==> src/hw/rtl/kgbr_pkg.sv <==
// ----------------------------------------------------------------------------
// kgbr_pkg
// Shared widths and the group-size reset value for the k-group block reverser.
// ----------------------------------------------------------------------------
package kgbr_pkg;

  localparam int unsigned VALUE_W = 32;
  localparam int unsigned CFG_W   = 5;

  localparam logic [CFG_W-1:0] GROUP_SIZE_RST = 5'd2;

endpackage

==> src/hw/rtl/kgbr_front.sv <==
// ----------------------------------------------------------------------------
// kgbr_front
// Input side: writes words into the current bank and closes a group when it
// is full or the sequence ends, handing a drain command to the queue.
// ----------------------------------------------------------------------------
module kgbr_front #(
  parameter int unsigned MAX_GROUP = 16,
  parameter int unsigned CW        = $clog2(MAX_GROUP + 1),
  parameter int unsigned IW        = (MAX_GROUP > 1) ? $clog2(MAX_GROUP) : 1
) (
  input  logic                                clk_i,
  input  logic                                rst_ni,
  input  logic [kgbr_pkg::CFG_W-1:0]          cfg_size_i,
  input  logic                                in_valid_i,
  output logic                                in_ready_o,
  input  logic signed [kgbr_pkg::VALUE_W-1:0] value_i,
  input  logic                                is_last_i,
  input  logic                                q_full_i,
  output logic                                push_o,
  output logic [CW+2:0]                       cmd_o,
  output logic [IW+1+kgbr_pkg::VALUE_W:0]     wr_o
);

  localparam int unsigned EW = (CW > kgbr_pkg::CFG_W) ? CW : kgbr_pkg::CFG_W;

  typedef struct packed {
    logic          bank;
    logic [CW-1:0] count;
    logic          rev;
    logic          last;
  } cmd_t;

  typedef struct packed {
    logic                         en;
    logic [IW:0]                  addr;
    logic [kgbr_pkg::VALUE_W-1:0] data;
  } wr_t;

  logic [CW-1:0] fill_q, fill_d;
  logic          bank_q, bank_d;
  logic [EW-1:0] eff_size;
  logic [EW-1:0] fill_next;
  logic          accept;
  logic          full;
  cmd_t          cmd;
  wr_t           wr;

  // zero behaves as one, oversize saturates
  always_comb begin
    if (cfg_size_i == '0) begin
      eff_size = EW'(1);
    end else if (EW'(cfg_size_i) > EW'(MAX_GROUP)) begin
      eff_size = EW'(MAX_GROUP);
    end else begin
      eff_size = EW'(cfg_size_i);
    end
  end

  assign in_ready_o = !q_full_i;
  assign accept     = in_valid_i && in_ready_o;
  assign fill_next  = EW'(fill_q) + EW'(1);
  assign full       = fill_next >= eff_size;
  assign push_o     = accept && (full || is_last_i);

  always_comb begin
    cmd.bank  = bank_q;
    cmd.count = fill_next[CW-1:0];
    cmd.rev   = full;
    cmd.last  = is_last_i;
    wr.en     = accept;
    wr.addr   = {bank_q, fill_q[IW-1:0]};
    wr.data   = value_i;
  end

  assign cmd_o = cmd;
  assign wr_o  = wr;

  always_comb begin
    fill_d = fill_q;
    bank_d = bank_q;
    if (push_o) begin
      fill_d = '0;
      bank_d = !bank_q;
    end else if (accept) begin
      fill_d = fill_next[CW-1:0];
    end
  end

  always_ff @(posedge clk_i or negedge rst_ni) begin
    if (!rst_ni) begin
      fill_q <= '0;
      bank_q <= 1'b0;
    end else begin
      fill_q <= fill_d;
      bank_q <= bank_d;
    end
  end

endmodule

==> src/hw/rtl/kgbr_cmd_fifo.sv <==
// ----------------------------------------------------------------------------
// kgbr_cmd_fifo
// Two-entry command queue between front and back; one entry per bank.
// ----------------------------------------------------------------------------
module kgbr_cmd_fifo #(
  parameter int unsigned W = 8
) (
  input  logic         clk_i,
  input  logic         rst_ni,
  input  logic         push_i,
  input  logic [W-1:0] data_i,
  input  logic         pop_i,
  output logic [W-1:0] data_o,
  output logic         full_o,
  output logic         valid_o
);

  logic [W-1:0] mem_q [2];
  logic         wptr_q, rptr_q;
  logic [1:0]   cnt_q, cnt_d;

  assign data_o  = mem_q[rptr_q];
  assign full_o  = cnt_q == 2'd2;
  assign valid_o = cnt_q != 2'd0;

  always_comb begin
    cnt_d = cnt_q;
    if (push_i && !pop_i) begin
      cnt_d = cnt_q + 2'd1;
    end else if (pop_i && !push_i) begin
      cnt_d = cnt_q - 2'd1;
    end
  end

  always_ff @(posedge clk_i) begin
    if (push_i) begin
      mem_q[wptr_q] <= data_i;
    end
  end

  always_ff @(posedge clk_i or negedge rst_ni) begin
    if (!rst_ni) begin
      wptr_q <= 1'b0;
      rptr_q <= 1'b0;
      cnt_q  <= 2'd0;
    end else begin
      cnt_q <= cnt_d;
      if (push_i) begin
        wptr_q <= !wptr_q;
      end
      if (pop_i) begin
        rptr_q <= !rptr_q;
      end
    end
  end

endmodule

==> src/hw/rtl/kgbr_back.sv <==
// ----------------------------------------------------------------------------
// kgbr_back
// Output side: holds the two-bank group buffer and drains the queued group,
// reversed or in order, into the output register: one word per cycle unless stalled.
// ----------------------------------------------------------------------------
module kgbr_back #(
  parameter int unsigned MAX_GROUP = 16,
  parameter int unsigned CW        = $clog2(MAX_GROUP + 1),
  parameter int unsigned IW        = (MAX_GROUP > 1) ? $clog2(MAX_GROUP) : 1
) (
  input  logic                                clk_i,
  input  logic                                rst_ni,
  input  logic [IW+1+kgbr_pkg::VALUE_W:0]     wr_i,
  input  logic                                head_valid_i,
  input  logic [CW+2:0]                       head_i,
  output logic                                pop_o,
  output logic                                out_valid_o,
  input  logic                                out_ready_i,
  output logic signed [kgbr_pkg::VALUE_W-1:0] out_value_o,
  output logic                                out_last_o
);

  typedef struct packed {
    logic          bank;
    logic [CW-1:0] count;
    logic          rev;
    logic          last;
  } cmd_t;

  typedef struct packed {
    logic                         en;
    logic [IW:0]                  addr;
    logic [kgbr_pkg::VALUE_W-1:0] data;
  } wr_t;

  logic [kgbr_pkg::VALUE_W-1:0] mem_q [2 * (2 ** IW)];
  logic [kgbr_pkg::VALUE_W-1:0] out_value_q;
  logic                         out_last_q;
  logic                         out_valid_q;
  logic [CW-1:0]                idx_q;
  logic [CW-1:0]                pos;
  logic                         at_end;
  logic                         issue;
  cmd_t                         head;
  wr_t                          wr;

  assign head   = head_i;
  assign wr     = wr_i;
  assign at_end = idx_q == (head.count - CW'(1));
  assign pos    = head.rev ? (head.count - CW'(1) - idx_q) : idx_q;
  assign issue  = head_valid_i && (!out_valid_q || out_ready_i);
  assign pop_o  = issue && at_end;

  always_ff @(posedge clk_i) begin
    if (wr.en) begin
      mem_q[wr.addr] <= wr.data;
    end
  end

  // registered read straight into the output word
  always_ff @(posedge clk_i) begin
    if (issue) begin
      out_value_q <= mem_q[{head.bank, pos[IW-1:0]}];
      out_last_q  <= head.last && at_end;
    end
  end

  always_ff @(posedge clk_i or negedge rst_ni) begin
    if (!rst_ni) begin
      out_valid_q <= 1'b0;
      idx_q       <= '0;
    end else begin
      if (issue) begin
        out_valid_q <= 1'b1;
        idx_q       <= at_end ? '0 : idx_q + CW'(1);
      end else if (out_ready_i) begin
        out_valid_q <= 1'b0;
      end
    end
  end

  assign out_valid_o = out_valid_q;
  assign out_value_o = $signed(out_value_q);
  assign out_last_o  = out_last_q;

endmodule

==> src/hw/rtl/k_group_block_reverser_unit.sv <==
// ----------------------------------------------------------------------------
// k_group_block_reverser_unit
// Reverses a word stream in groups of group_size; a trailing partial group
// leaves in its original order.
// ----------------------------------------------------------------------------
// Usage:
//   in   : in_valid_i/in_ready_o with value_i and is_last_i, one word a cycle while ready.
//   out  : out_valid_o/out_ready_i with out_value_o and out_last_o.
//   cfg  : cfg_valid_i/cfg_ready_o with cfg_data_i (group_size, reset 2);
//          always ready, write only while the stream is idle. Zero acts as
//          one, values above MAX_GROUP act as MAX_GROUP.
//   Order: the word that closes a group is written with its queued command; the
//   output register then takes the group's words one per cycle while not stalled.
//   Throughput: input takes one word per cycle and output gives one word per
//   cycle; on average one word in and one out every cycle, set by the single
//   read port of the group buffer. The buffer has two banks, so one group
//   fills while the previous one drains; in_ready_o drops while two closed
//   groups wait, until the older one finishes draining.
//   Reset: buffer fill and queue are emptied, group_size returns to 2.
//   A stalled receiver holds the output word; the queue then fills and the
//   input side stalls in turn. No word is dropped.
// ----------------------------------------------------------------------------
module k_group_block_reverser_unit #(
  parameter int unsigned MAX_GROUP = 16
) (
  input  logic                                clk_i,
  input  logic                                rst_ni,
  input  logic                                cfg_valid_i,
  output logic                                cfg_ready_o,
  input  logic [kgbr_pkg::CFG_W-1:0]          cfg_data_i,
  input  logic                                in_valid_i,
  output logic                                in_ready_o,
  input  logic signed [kgbr_pkg::VALUE_W-1:0] value_i,
  input  logic                                is_last_i,
  output logic                                out_valid_o,
  input  logic                                out_ready_i,
  output logic signed [kgbr_pkg::VALUE_W-1:0] out_value_o,
  output logic                                out_last_o
);

  localparam int unsigned CW = $clog2(MAX_GROUP + 1);
  localparam int unsigned IW = (MAX_GROUP > 1) ? $clog2(MAX_GROUP) : 1;

  logic [kgbr_pkg::CFG_W-1:0]     group_size_q;
  logic                           push;
  logic                           pop;
  logic                           q_full;
  logic                           head_valid;
  logic [CW+2:0]                  cmd;
  logic [CW+2:0]                  head;
  logic [IW+1+kgbr_pkg::VALUE_W:0] wr;

  assign cfg_ready_o = 1'b1;

  always_ff @(posedge clk_i or negedge rst_ni) begin
    if (!rst_ni) begin
      group_size_q <= kgbr_pkg::GROUP_SIZE_RST;
    end else if (cfg_valid_i && cfg_ready_o) begin
      group_size_q <= cfg_data_i;
    end
  end

  kgbr_front #(
    .MAX_GROUP (MAX_GROUP),
    .CW        (CW),
    .IW        (IW)
  ) u_front (
    .clk_i      (clk_i),
    .rst_ni     (rst_ni),
    .cfg_size_i (group_size_q),
    .in_valid_i (in_valid_i),
    .in_ready_o (in_ready_o),
    .value_i    (value_i),
    .is_last_i  (is_last_i),
    .q_full_i   (q_full),
    .push_o     (push),
    .cmd_o      (cmd),
    .wr_o       (wr)
  );

  kgbr_cmd_fifo #(
    .W (CW + 3)
  ) u_fifo (
    .clk_i   (clk_i),
    .rst_ni  (rst_ni),
    .push_i  (push),
    .data_i  (cmd),
    .pop_i   (pop),
    .data_o  (head),
    .full_o  (q_full),
    .valid_o (head_valid)
  );

  kgbr_back #(
    .MAX_GROUP (MAX_GROUP),
    .CW        (CW),
    .IW        (IW)
  ) u_back (
    .clk_i        (clk_i),
    .rst_ni       (rst_ni),
    .wr_i         (wr),
    .head_valid_i (head_valid),
    .head_i       (head),
    .pop_o        (pop),
    .out_valid_o  (out_valid_o),
    .out_ready_i  (out_ready_i),
    .out_value_o  (out_value_o),
    .out_last_o   (out_last_o)
  );

endmodule

==> config.mk <==
export PLATFORM = sky130hd
export DESIGN_NAME = k_group_block_reverser_unit
export DESIGN_NICKNAME = d
export VERILOG_FILES = /design/src/hw/rtl/kgbr_pkg.sv /design/src/hw/rtl/kgbr_front.sv /design/src/hw/rtl/kgbr_cmd_fifo.sv /design/src/hw/rtl/kgbr_back.sv /design/src/hw/rtl/k_group_block_reverser_unit.sv
export SDC_FILE = /design/constraint.sdc
export NUM_CORES = 1
export LEC_CHECK = 0
export BUFFER_PORTS_ARGS = -buffer_cell sky130_fd_sc_hd__buf_2
export CORE_ASPECT_RATIO = 0.7
export CORE_MARGIN = 1.5
export CORE_UTILIZATION = 35
export DETAILED_ROUTE_END_ITERATION = 16
export SETUP_SLACK_MARGIN = 0.02
export SYNTH_ARGS = -nofsm -noshare
export SYNTH_HDL_FRONTEND = slang
export SYNTH_SLANG_ARGS = --single-unit
==> constraint.sdc <==
create_clock -name clk_i -period 4.18 [get_ports clk_i]
set_input_delay 0.627 -clock clk_i [delete_from_list [all_inputs] [get_ports clk_i]]
set_output_delay 0.627 -clock clk_i [all_outputs]
set_load 0.02 [all_outputs]
==> results of run 1 <==
[power by group]
group | leakage [uW] | switching, uW | internal (uW)
combinational | 0.00470 | 10800 | 7440
sequential | 0.00993 | 422 | 13000
clock | 0.00157 | 3980 | 5150
[metal layers]
metal	share of wire	vias up	wire length [microns]
li1	-	9694	-
met1	0.45	11700	50200
met2	0.46	814	50400
met3	0.067	165	7430
met4	0.021	2	2320
met5	0.00012	-	13
[what timing repair did]
item	4_1_cts	5_1_grt
setup endpoints to repair	0	0
hold buffers	1	0
endpoints found under the hold margin	20	0
[final cells by class]
| class | count | area (sq um) |
|---|---|---|
| inverters | 12 | 45.0 |
| fillers | 10800 | 72200 |
| flip-flops and latches | 1094 | 32700 |
| repair buffers | 158 | 1610 |
| clock inverters | 50 | 554 |
| clock buffers | 126 | 2640 |
| well taps | 1635 | 2050 |
| multi-input cells | 1068 | 9680 |
| diodes | 5 | 12.5 |
[per-stage QoR]
step                hold slack (ns)  power, uW  cells  cell area [sq um]
CTS                          0.0993      41100   4143              49300
global route                  0.126      42700   4144              49300
floorplan                     0.331      26000   2314              42900
detailed placement            0.489      31900   3966              46100
global placement              0.480      31700   3966              46100
finish                        0.161      40800   4148              49300
[worst paths after layout]
kind	cells past startpoint	to
hold / removal	1	u_fifo.mem_q[1][0]
hold reg to reg	2	u_back.out_valid_o
setup reg to reg	12	u_back.out_value_o[13]
max in group asynchronous	2	u_fifo.wptr_q
min in group asynchronous	2	u_fifo.rptr_q
setup / recovery	12	u_back.out_value_o[13]
[state kept, by name (all words and copies together), names as in the netlist]
signal              cells
u_fifo.wptr_q           1
u_back.out_valid_o      1
u_back.mem_q         1024
u_back.out_value_o     32
u_front.bank_q          1
u_back.idx_q            5
group_size_q            5
u_fifo.cnt_q            2
u_front.fill_q          5
u_fifo.rptr_q           1
u_back.out_last_o       1
u_fifo.mem_q           16
[cells by family after synthesis]
group           Yosys count  synth area share
other cells               1         0.0000874
fa+ha+maj                16           0.00484
xor+xnor                 16           0.00327
flops                  1094             0.764
mux                     561             0.139
buf+inv                 152            0.0177
compound gates          314            0.0539
simple gates            160            0.0175
[worst register-to-register path: stages, from the launching register on]
cell                       delay [ns]
sky130_fd_sc_hd__dfrtp_1         0.43
sky130_fd_sc_hd__mux2i_1         0.30
sky130_fd_sc_hd__inv_1           0.10
sky130_fd_sc_hd__ha_1            0.23
sky130_fd_sc_hd__fa_1            0.42
sky130_fd_sc_hd__xnor2_1         0.20
sky130_fd_sc_hd__mux2i_1         0.19
sky130_fd_sc_hd__nand2_4         0.16
sky130_fd_sc_hd__buf_12          0.40
sky130_fd_sc_hd__o22ai_1         0.23
sky130_fd_sc_hd__a221oi_1        0.29
sky130_fd_sc_hd__mux2i_1         0.22
sky130_fd_sc_hd__a211oi_1        0.33
[placed cells by master (no fill, tap or decap), types with 17 or more instances in the layout]
cell                        count
sky130_fd_sc_hd__nor2_4        34
sky130_fd_sc_hd__clkbuf_16    101
sky130_fd_sc_hd__buf_12        49
sky130_fd_sc_hd__mux2i_1      296
sky130_fd_sc_hd__buf_4         31
sky130_fd_sc_hd__nor3_1        69
sky130_fd_sc_hd__a221oi_1     128
sky130_fd_sc_hd__a211oi_1      32
sky130_fd_sc_hd__nand2_1       24
sky130_fd_sc_hd__buf_2         77
sky130_fd_sc_hd__clkbuf_1      23
sky130_fd_sc_hd__clkinv_2      17
sky130_fd_sc_hd__mux2_2       261
sky130_fd_sc_hd__edfxtp_1    1073
sky130_fd_sc_hd__o22ai_1      130
sky130_fd_sc_hd__dfrtp_1       20
==> Implementation_results.wiki, run 1 <==
{| class="wikitable"
! Metric !! Value
|-
| Post-cts gate resize count || 0
|-
| Global routing usage on met3 || 0.0289
|-
| Count of max-cap constraint violations || 0
|-
| Category of the worst setup path capture point || flip-flop
|-
| Post-synth ARST share || 0.0192
|-
| Clock tree root driver cell || sky130_fd_sc_hd__clkbuf_16
|-
| Crit path max-delay cell type || sky130_fd_sc_hd__dfrtp_1
|-
| Overall die height || 296 microns
|-
| GR Util met1 || 0.253
|-
| Worst Tran Pin Value || 0.917 ns
|-
| Router iterations before antenna repair || 7
|-
| I/O pin total || 79
|-
| Post-synth EDFFs || 1073
|-
| Largest voltage drop on the vdd net || 1.52 mV
|-
| Crit-path max FO || 73
|-
| Static leakage || 0.0162 uW
|-
| Top Usage Layer GRT || met2
|-
| Mapped Avg Cell Area || 18.5 sq um
|-
| Maximum level of the CTS H-tree || 3
|-
| Maximum number of pins on one net before global-route repair || 82
|-
| Worst Clk Skew || 0.0177 ns
|-
| Power per cell area || 828 nW/um^2
|-
| Number of remaining DRC errors || 0
|-
| Final clock period utilization by the worst path || 0.882
|-
| Primary FF master, synth || sky130_fd_sc_hd__edfxtp_1
|-
| Setup repair after global routing missed its margin || false
|-
| Wire length of the first global-routing pass || 159 mm
|-
| Post-synthesis cell area || 42900 sq um
|-
| Yosys reg bits || 1094
|-
| Reg2reg setup slack || 0.49 ns
|-
| Final wirelength || 110 mm
|-
| Number of sinks on the clock net || 1094
|-
| Start-to-end type of the worst setup path || flip-flop to flip-flop
|-
| CTS Buffer Depth || 3
|-
| Total of endpoints with negative setup slack in the final report || 0
|-
| Clock tree from TritonCTS || yes
|-
| CP required || 4.69 ns
|-
| Number of max-slew violations in the final report || 0
|-
| Post-route setup TNS || 0 ns
|-
| Syn. warnings || 0
|-
| Worst hold path class || primary input to flip-flop
|-
| Area Overhead vs Synth || 15.0%
|-
| Max Freq || 0.271 GHz
|-
| Slack of the critical path || 0.493 ns
|-
| Initial antenna violation count || 10
|-
| Critical path origin || u_fifo.rptr_q
|-
| Worst-skew pair later-pin latency || 0.70 ns
|-
| Arrival time worst endpoint || 4.19 ns
|-
| Num CTS Buffers || 98
|-
| Startpoint of the worst-slack reg-to-reg timing path || u_fifo.rptr_q
|-
| Startpoint of the tightest hold check path || is_last_i
|-
| Vias per inst || 5.40
|-
| List of most frequent post-synthesis cells || sky130_fd_sc_hd__edfxtp_1 (1073), sky130_fd_sc_hd__mux2i_1 (297), sky130_fd_sc_hd__mux2_2 (262), sky130_fd_sc_hd__o22ai_1 (130), sky130_fd_sc_hd__a221oi_1 (128)
|-
| Crit path max-delay family || compound AO/OA/AOI/OAI gates
|-
| Post-Syn Nets || 2373
|-
| Share of layout cells above drive strength 1 || 0.240
|-
| Wirelength per Cell || 26.6 microns
|-
| Number of failing hold endpoints at the final stage || 0
|-
| Met2 track demand over resource || 0.274
|-
| Nets || 2491
|-
| Buf/Inv on CP || 2
|-
| HPWL after detailed placement || 59.7 mm
|-
| Clock period minus worst slack || 3.69 ns
|-
| Cell with the most instances after synthesis || sky130_fd_sc_hd__edfxtp_1
|-
| Startpoint types || flip-flop
|-
| Clock-pin transition on the worst setup and hold timing paths || 0.07 ns
|-
| Register area share after synthesis || 0.764
|-
| Pre-CTS setup slack || 0.490 ns
|-
| Number of placement rows || 107
|-
| Antenna Violating Nets Remaining || 0
|-
| Setup repair bufs after CTS || 0
|-
| DIE AREA || 125000 sq um
|-
| Cell accounting for the most synthesized area || sky130_fd_sc_hd__edfxtp_1
|-
| GRT Resource Usage Total || 0.175
|-
| Outcome || finished, final reports clean
|-
| Via count || 22.4k
|-
| Highest cell delay on the worst timing path || 0.43 ns
|-
| Area inside the core boundary || 122000 sq um
|-
| CP cell instances || mux2i_1, inv_1, ha_1, fa_1, xnor2_1, mux2i_1, nand2_4, buf_12, o22ai_1, a221oi_1, mux2i_1, a211oi_1
|-
| Cell types with the largest area share after synthesis || sky130_fd_sc_hd__edfxtp_1 (75%), sky130_fd_sc_hd__mux2i_1 (6.9%), sky130_fd_sc_hd__mux2_2 (6.9%), sky130_fd_sc_hd__a221oi_1 (2.6%), sky130_fd_sc_hd__o22ai_1 (1.9%)
|-
| Cell count after synthesis || 2314
|-
| Layout Utilization || 0.406
|-
| Vias in the first global route || 22.6k
|-
| Area share of the largest cell type after synthesis || 0.751
|-
| Gp weighted congestion || 0.767
|-
| Die Span X || 421 microns
|-
| Count of cell types in the netlist || 39
|-
| Relative slew slack || 0.387
|-
| Total congestion overflow after global routing || 0
|-
| Initial core utilization || 0.353
|-
| Initial detailed-routing violation count || 2262
|-
| Cell occurring most often along the worst timing path || sky130_fd_sc_hd__mux2i_1
|-
| Total of buffers placed on input and output ports || 77
|}
No activity file was read; power rests on OpenSTA's default activity.
==> run 2: changes to the inputs <==
Settings changed: CORE_UTILIZATION 35 to 25.
==> Implementation_results.wiki, run 2 (synthesized netlist as in run 1, its figures left out) <==
{| class="wikitable"
! Metric !! Value
|-
| Relative slew slack || 0.288 (was 0.387)
|-
| Post-cts gate resize count || 0 (unchanged)
|-
| Clock tree from TritonCTS || yes (unchanged)
|-
| Via count || 22.6k (was 22.4k)
|-
| Worst hold path class || primary input to flip-flop (unchanged)
|-
| I/O pin total || 79 (unchanged)
|-
| Outcome || finished, final reports clean (unchanged)
|-
| Num CTS Buffers || 103 (was 98)
|-
| Slack of the critical path || 0.324 ns (was 0.493 ns)
|-
| Static leakage || 0.0164 uW (was 0.0162 uW)
|-
| Top Usage Layer GRT || met2 (unchanged)
|-
| Router iterations before antenna repair || 7 (unchanged)
|-
| Startpoint types || flip-flop (unchanged)
|-
| Power per cell area || 826 nW/um^2 (was 828 nW/um^2)
|-
| Initial antenna violation count || 8 (was 10)
|-
| Register ranked first by flip-flop count || u_back.mem_q (unchanged)
|-
| CTS hold repair buffers || 1 (unchanged)
|-
| Gp weighted congestion || 0.741 (was 0.767)
|-
| Crit path max-delay cell type || sky130_fd_sc_hd__dfrtp_1 (unchanged)
|-
| Layout Utilization || 0.297 (was 0.406)
|-
| Total congestion overflow after global routing || 0 (unchanged)
|-
| Final clock period utilization by the worst path || 0.923 (was 0.882)
|-
| GRT Resource Usage Total || 0.129 (was 0.175)
|-
| Arrival time worst endpoint || 4.33 ns (was 4.19 ns)
|-
| CP cell instances || buf_4, mux2i_4, mux2i_4, buf_12, buf_4, mux2_2, o22ai_1, a221oi_1, nor3_1, a211oi_1, buf_4 (was mux2i_1, inv_1, ha_1, fa_1, xnor2_1, mux2i_1, nand2_4, buf_12, o22ai_1, a221oi_1, mux2i_1, a211oi_1)
|-
| Wire length of the first global-routing pass || 164 mm (was 159 mm)
|-
| Commonest cells after routing, fill and taps aside || sky130_fd_sc_hd__edfxtp_1 (1073), sky130_fd_sc_hd__mux2i_1 (296), sky130_fd_sc_hd__mux2_2 (261) (unchanged)
|-
| Start-to-end type of the worst setup path || flip-flop to flip-flop (unchanged)
|-
| Setup repair bufs after CTS || 0 (unchanged)
|-
| Count of max-cap constraint violations || 0 (unchanged)
|-
| Maximum number of pins on one net before global-route repair || 70 (was 82)
|-
| CP required || 4.65 ns (was 4.69 ns)
|-
| Clock tree root driver cell || sky130_fd_sc_hd__clkbuf_16 (unchanged)
|-
| Nets || 2518 (was 2491)
|-
| Share of layout cells above drive strength 1 || 0.251 (was 0.240)
|-
| DIE AREA || 174000 sq um (was 125000 sq um)
|-
| Cell occurring most often along the worst timing path || sky130_fd_sc_hd__buf_4 (was sky130_fd_sc_hd__mux2i_1)
|-
| HPWL after detailed placement || 63.6 mm (was 59.7 mm)
|-
| Global routing usage on met3 || 0.0222 (was 0.0289)
|-
| Total of endpoints with negative setup slack in the final report || 0 (unchanged)
|-
| Number of sinks on the clock net || 1094 (unchanged)
|-
| Number of placement rows || 126 (was 107)
|-
| Post-route setup TNS || 0 ns (unchanged)
|-
| Setup repair after global routing missed its margin || false (unchanged)
|-
| Leading cell type in the layout, fill and taps excluded || sky130_fd_sc_hd__edfxtp_1 (unchanged)
|-
| Vias in the first global route || 22.4k (was 22.6k)
|-
| Final wirelength || 115 mm (was 110 mm)
|-
| Total of buffers placed on input and output ports || 77 (unchanged)
|-
| Clock-pin transition on the worst setup and hold timing paths || 0.07 ns (about the same)
|-
| Area inside the core boundary || 169000 sq um (was 122000 sq um)
|-
| Worst Tran Pin Value || 1.04 ns (was 0.917 ns)
|-
| Number of failing hold endpoints at the final stage || 0 (unchanged)
|-
| GR Util met1 || 0.186 (was 0.253)
|-
| Max reg flops || 1024 (unchanged)
|-
| Number of remaining DRC errors || 0 (unchanged)
|-
| Highest cell delay on the worst timing path || 0.55 ns (was 0.43 ns)
|-
| Vias per inst || 4.71 (was 5.40)
|-
| Wirelength per Cell || 23.9 microns (was 26.6 microns)
|-
| Maximum level of the CTS H-tree || 3 (unchanged)
|-
| Worst Clk Skew || 0.0232 ns (was 0.0177 ns)
|-
| Number of filler cells placed in the layout || 16.4k (was 10.8k)
|-
| Overall die height || 350 microns (was 296 microns)
|-
| Met2 track demand over resource || 0.202 (was 0.274)
|-
| Pre-CTS setup slack || 0.380 ns (was 0.490 ns)
|-
| Category of the worst setup path capture point || flip-flop (unchanged)
|-
| CTS Buffer Depth || 3 (unchanged)
|-
| Initial core utilization || 0.253 (was 0.353)
|-
| Largest voltage drop on the vdd net || 1.21 mV (was 1.52 mV)
|-
| Worst-skew pair later-pin latency || 0.71 ns (was 0.70 ns)
|-
| Area Overhead vs Synth || 17.4% (was 15.0%)
|-
| Die Span X || 498 microns (was 421 microns)
|-
| Number of max-slew violations in the final report || 0 (unchanged)
|-
| Antenna Violating Nets Remaining || 0 (unchanged)
|-
| Max Freq || 0.259 GHz (was 0.271 GHz)
|-
| Clock period minus worst slack || 3.86 ns (was 3.69 ns)
|-
| Crit-path max FO || 27 (was 73)
|-
| Initial detailed-routing violation count || 2363 (was 2262)
|}
==> run 2: path summary, 6_finish.rpt <==
kind,start,end,slack [ns],depth (start not counted)
worst min register to register,u_fifo.wptr_q,u_fifo.wptr_q,0.51,1
worst max-delay path,u_fifo.rptr_q,u_back.out_value_o[8],0.32,11
max in group asynchronous,rst_ni,group_size_q[1],3.37,2
min in group asynchronous,rst_ni,u_fifo.rptr_q,0.44,2
worst max register to register,u_fifo.rptr_q,u_back.out_value_o[8],0.32,11
worst min-delay path,is_last_i,u_fifo.mem_q[1][0],0.12,1
==> run 2: layout make-up <==
type / instances / area, sq um / area share
clock buffers: 128 / 2740 / 0.0545
well taps: 2240 / 2800 / 0.0557
flip-flops and latches: 1094 / 32700 / 0.650
clock inverters: 67 / 727 / 0.0144
inverters: 12 / 45.0 / 0.000894
multi-input cells: 1068 / 9680 / 0.192
diodes: 2 / 5.00 / 0.0000994
repair buffers: 180 / 1610 / 0.0320
==> run 2: metrics by stage <==
stage | total power [uW] | hold WS (ns) | cell area [sq um] | std cells
3_3_place_gp | 32100 | 0.475 | 46900 | 4593
5_1_grt | 43500 | 0.108 | 50400 | 4789
6_report | 41600 | 0.125 | 50400 | 4791
2_1_floorplan | 26000 | 0.331 | 42900 | 2314
3_5_place_dp | 32200 | 0.492 | 46900 | 4593
4_1_cts | 41800 | 0.0817 | 50400 | 4789
==> run 2: per-layer routing <==
layer	vias up	share of wire
met3	143	0.063
met5	-	0.00010
met1	11900	0.46
met4	2	0.016
li1	9762	-
met2	743	0.46
==> run 2: critical path, delay by kind of cell, from the launching register on <==
family	cells	cell delay, ns
AO/OA/AOI/OAI	3	0.39
buffers and inverters	4	1.02
flip-flops	1	0.55
multiplexers	3	1.17
AND/OR/NAND/NOR	1	0.45
==> run 2: power breakdown <==
part | switching, uW | internal, uW | leakage, uW
Sequential | 408 | 13000 | 0.00993
Clock | 4160 | 5500 | 0.00170
Combinational | 11000 | 7530 | 0.00477
==> run 3: changes to the inputs <==
Settings changed: CORE_UTILIZATION 25 to 45, GPL_ROUTABILITY_DRIVEN set to 0.
==> Implementation_results.wiki, run 3 (synthesized netlist as in run 1, its figures left out) <==
{| class="wikitable"
! Metric !! Value
|-
| Vias in the first global route || 22.4k (about the same)
|-
| Worst hold path class || primary input to flip-flop (unchanged)
|-
| Final wirelength || 106 mm (was 115 mm)
|-
| Router iterations before antenna repair || 6 (was 7)
|-
| Non-filler instance count after layout || 3777 (was 4791)
|-
| Clock period minus worst slack || 3.98 ns (was 3.86 ns)
|-
| Share of layout cells above drive strength 1 || 0.247 (was 0.251)
|-
| Setup repair bufs after CTS || 0 (unchanged)
|-
| Total of endpoints with negative setup slack in the final report || 0 (unchanged)
|-
| Number of placement rows || 94 (was 126)
|-
| Number of failing hold endpoints at the final stage || 0 (unchanged)
|-
| Number of max-slew violations in the final report || 0 (unchanged)
|-
| DIE AREA || 97200 sq um (was 174000 sq um)
|-
| Leading cell type in the layout, fill and taps excluded || sky130_fd_sc_hd__edfxtp_1 (unchanged)
|-
| Area of the multi-input gates || 9680 sq um (about the same)
|-
| Number of remaining DRC errors || 0 (unchanged)
|-
| Number of filler cells placed in the layout || 7393 (was 16.4k)
|-
| Total congestion overflow after global routing || 0 (unchanged)
|-
| Post-Place Cells || 3588 (was 4593)
|-
| Max reg flops || 1024 (unchanged)
|-
| Maximum level of the CTS H-tree || 3 (unchanged)
|-
| Clock-pin transition on the worst setup and hold timing paths || 0.06 ns (was 0.07 ns)
|-
| Antenna Violating Nets Remaining || 0 (unchanged)
|-
| Vias per inst || 5.90 (was 4.71)
|-
| Worst Clk Skew || 0.0196 ns (was 0.0232 ns)
|-
| Relative slew slack || 0.411 (was 0.288)
|-
| Worst-skew pair later-pin latency || 0.66 ns (was 0.71 ns)
|-
| CTS Buffer Depth || 3 (unchanged)
|-
| Largest voltage drop on the vdd net || 1.79 mV (was 1.21 mV)
|-
| CP required || 4.57 ns (was 4.65 ns)
|-
| Area of all sequential standard cells || 32700 sq um (unchanged)
|-
| Crit-path max FO || 30 (was 27)
|-
| Final clock period utilization by the worst path || 0.952 (was 0.923)
|-
| Number of sinks on the clock net || 1094 (unchanged)
|-
| Category of the worst setup path capture point || flip-flop (unchanged)
|-
| Max Freq || 0.251 GHz (was 0.259 GHz)
|-
| Global routing usage on met3 || 0.0289 (was 0.0222)
|-
| Startpoint types || flip-flop (unchanged)
|-
| Area inside the core boundary || 94200 sq um (was 169000 sq um)
|-
| Nets || 2504 (was 2518)
|-
| Outcome || finished, final reports clean (unchanged)
|-
| Wire length of the first global-routing pass || 154 mm (was 164 mm)
|-
| Met2 track demand over resource || 0.352 (was 0.202)
|-
| Num CTS Buffers || 102 (was 103)
|-
| I/O pin total || 79 (unchanged)
|-
| Static leakage || 0.0162 uW (was 0.0164 uW)
|-
| Clock tree root driver cell || sky130_fd_sc_hd__clkbuf_16 (unchanged)
|-
| Register ranked first by flip-flop count || u_back.mem_q (unchanged)
|-
| Area Overhead vs Synth || 13.8% (was 17.4%)
|-
| Worst Tran Pin Value || 0.883 ns (was 1.04 ns)
|-
| Via count || 22.3k (was 22.6k)
|-
| GR Util met1 || 0.319 (was 0.186)
|-
| Initial antenna violation count || 3 (was 8)
|-
| Overall die height || 261 microns (was 350 microns)
|-
| Maximum number of pins on one net before global-route repair || 97 (was 70)
|-
| Arrival time worst endpoint || 4.37 ns (was 4.33 ns)
|-
| Setup repair after global routing missed its margin || false (unchanged)
|-
| GRT Resource Usage Total || 0.219 (was 0.129)
|-
| Commonest cells after routing, fill and taps aside || sky130_fd_sc_hd__edfxtp_1 (1073), sky130_fd_sc_hd__mux2i_1 (296), sky130_fd_sc_hd__mux2_2 (261) (unchanged)
|-
| Initial detailed-routing violation count || 2348 (was 2363)
|-
| Start-to-end type of the worst setup path || flip-flop to flip-flop (unchanged)
|-
| HPWL after detailed placement || 55.9 mm (was 63.6 mm)
|-
| Total of buffers placed on input and output ports || 77 (unchanged)
|-
| Post-route setup TNS || 0 ns (unchanged)
|-
| Initial core utilization || 0.455 (was 0.253)
|-
| Power per cell area || 840 nW/um^2 (was 826 nW/um^2)
|-
| Die Span X || 372 microns (was 498 microns)
|-
| Count of max-cap constraint violations || 0 (unchanged)
|-
| Clock tree from TritonCTS || yes (unchanged)
|-
| Top Usage Layer GRT || met2 (unchanged)
|-
| Wirelength per Cell || 28.2 microns (was 23.9 microns)
|}
==> run 3: cell types whose count changed in the layout (fill, tap and decap cells not counted), sizes merged <==
| cell | delta |
|---|---|
| inv | -5 |
| diode | +1 |
| clkinv | -9 |
| clkinvlp | +5 |
| bufinv | -2 |
| clkbuf | +1 |
| buf | -13 |
==> run 3: critical path: stages (launching register included) <==
cell and delay, ns:
sky130_fd_sc_hd__dfrtp_1 0.61, sky130_fd_sc_hd__mux2i_1 0.32, sky130_fd_sc_hd__inv_1 0.08, sky130_fd_sc_hd__ha_1 0.21, sky130_fd_sc_hd__fa_1 0.41, sky130_fd_sc_hd__xnor2_1 0.27
sky130_fd_sc_hd__mux2i_1 0.22, sky130_fd_sc_hd__nand2_4 0.16, sky130_fd_sc_hd__buf_12 0.22, sky130_fd_sc_hd__o22ai_1 0.14, sky130_fd_sc_hd__a221oi_1 0.35, sky130_fd_sc_hd__mux2i_1 0.15
sky130_fd_sc_hd__a211oi_1 0.52
==> run 3: report_power, final <==
part / switching, uW / internal [uW] / leakage [uW] / total (uW)
Sequential: 382 / 13000 / 0.00993 / 13400
Clock: 3960 / 5390 / 0.00163 / 9360
Combinational: 10800 / 7440 / 0.00468 / 18200
==> run 3: stage by stage <==
stage	utilization	setup slack, ns	hold WS, ns	instance area (sq um)	power (uW)
global route	0.518	0.0265	0.166	48800	42900
CTS	0.518	0.0728	0.156	48800	41200
detailed placement	0.482	0.0787	0.485	45400	31800
finish	0.518	0.201	0.190	48800	41000
floorplan	-	0.955	0.331	42900	26000
global placement	0.482	0.106	0.484	45400	31700
==> run 3: path summary, 6_finish.rpt <==
kind | startpoint | to | slack, ns | cells after the start
hold reg to reg | u_fifo.wptr_q | u_fifo.wptr_q | 0.50 | 1
max in group asynchronous | rst_ni | group_size_q[1] | 3.33 | 2
min in group asynchronous | rst_ni | u_front.bank_q | 0.48 | 2
setup / recovery | u_fifo.rptr_q | u_back.out_value_o[10] | 0.20 | 12
setup reg to reg | u_fifo.rptr_q | u_back.out_value_o[10] | 0.20 | 12
hold / removal | cfg_data_i[4] | group_size_q[4] | 0.19 | 3
==> run 3: area by class of cell <==
cell class                 instances  area share
antenna                            3    0.000154
clock buffer                     129      0.0571
clock inverter                    56      0.0120
inverter                          12    0.000923
multi-input combinational       1068       0.198
sequential                      1094       0.671
tap                             1248      0.0320
timing repair buffer             167      0.0285
==> run 3: layer usage <==
layer	routed length (microns)	vias up	part of all wire
li1	-	9704	-
met1	48000	11700	0.45
met2	49500	726	0.47
met3	6380	163	0.060
met4	2400	4	0.023
met5	28	-	0.00026
==> run 3: repair_timing <==
item | 4_1_cts | 5_1_grt
endpoints found under the setup margin | 0 | 1
gates resized for setup | 0 | 1
endpoints found under the hold margin | 20 | 0
hold buffers | 1 | 0
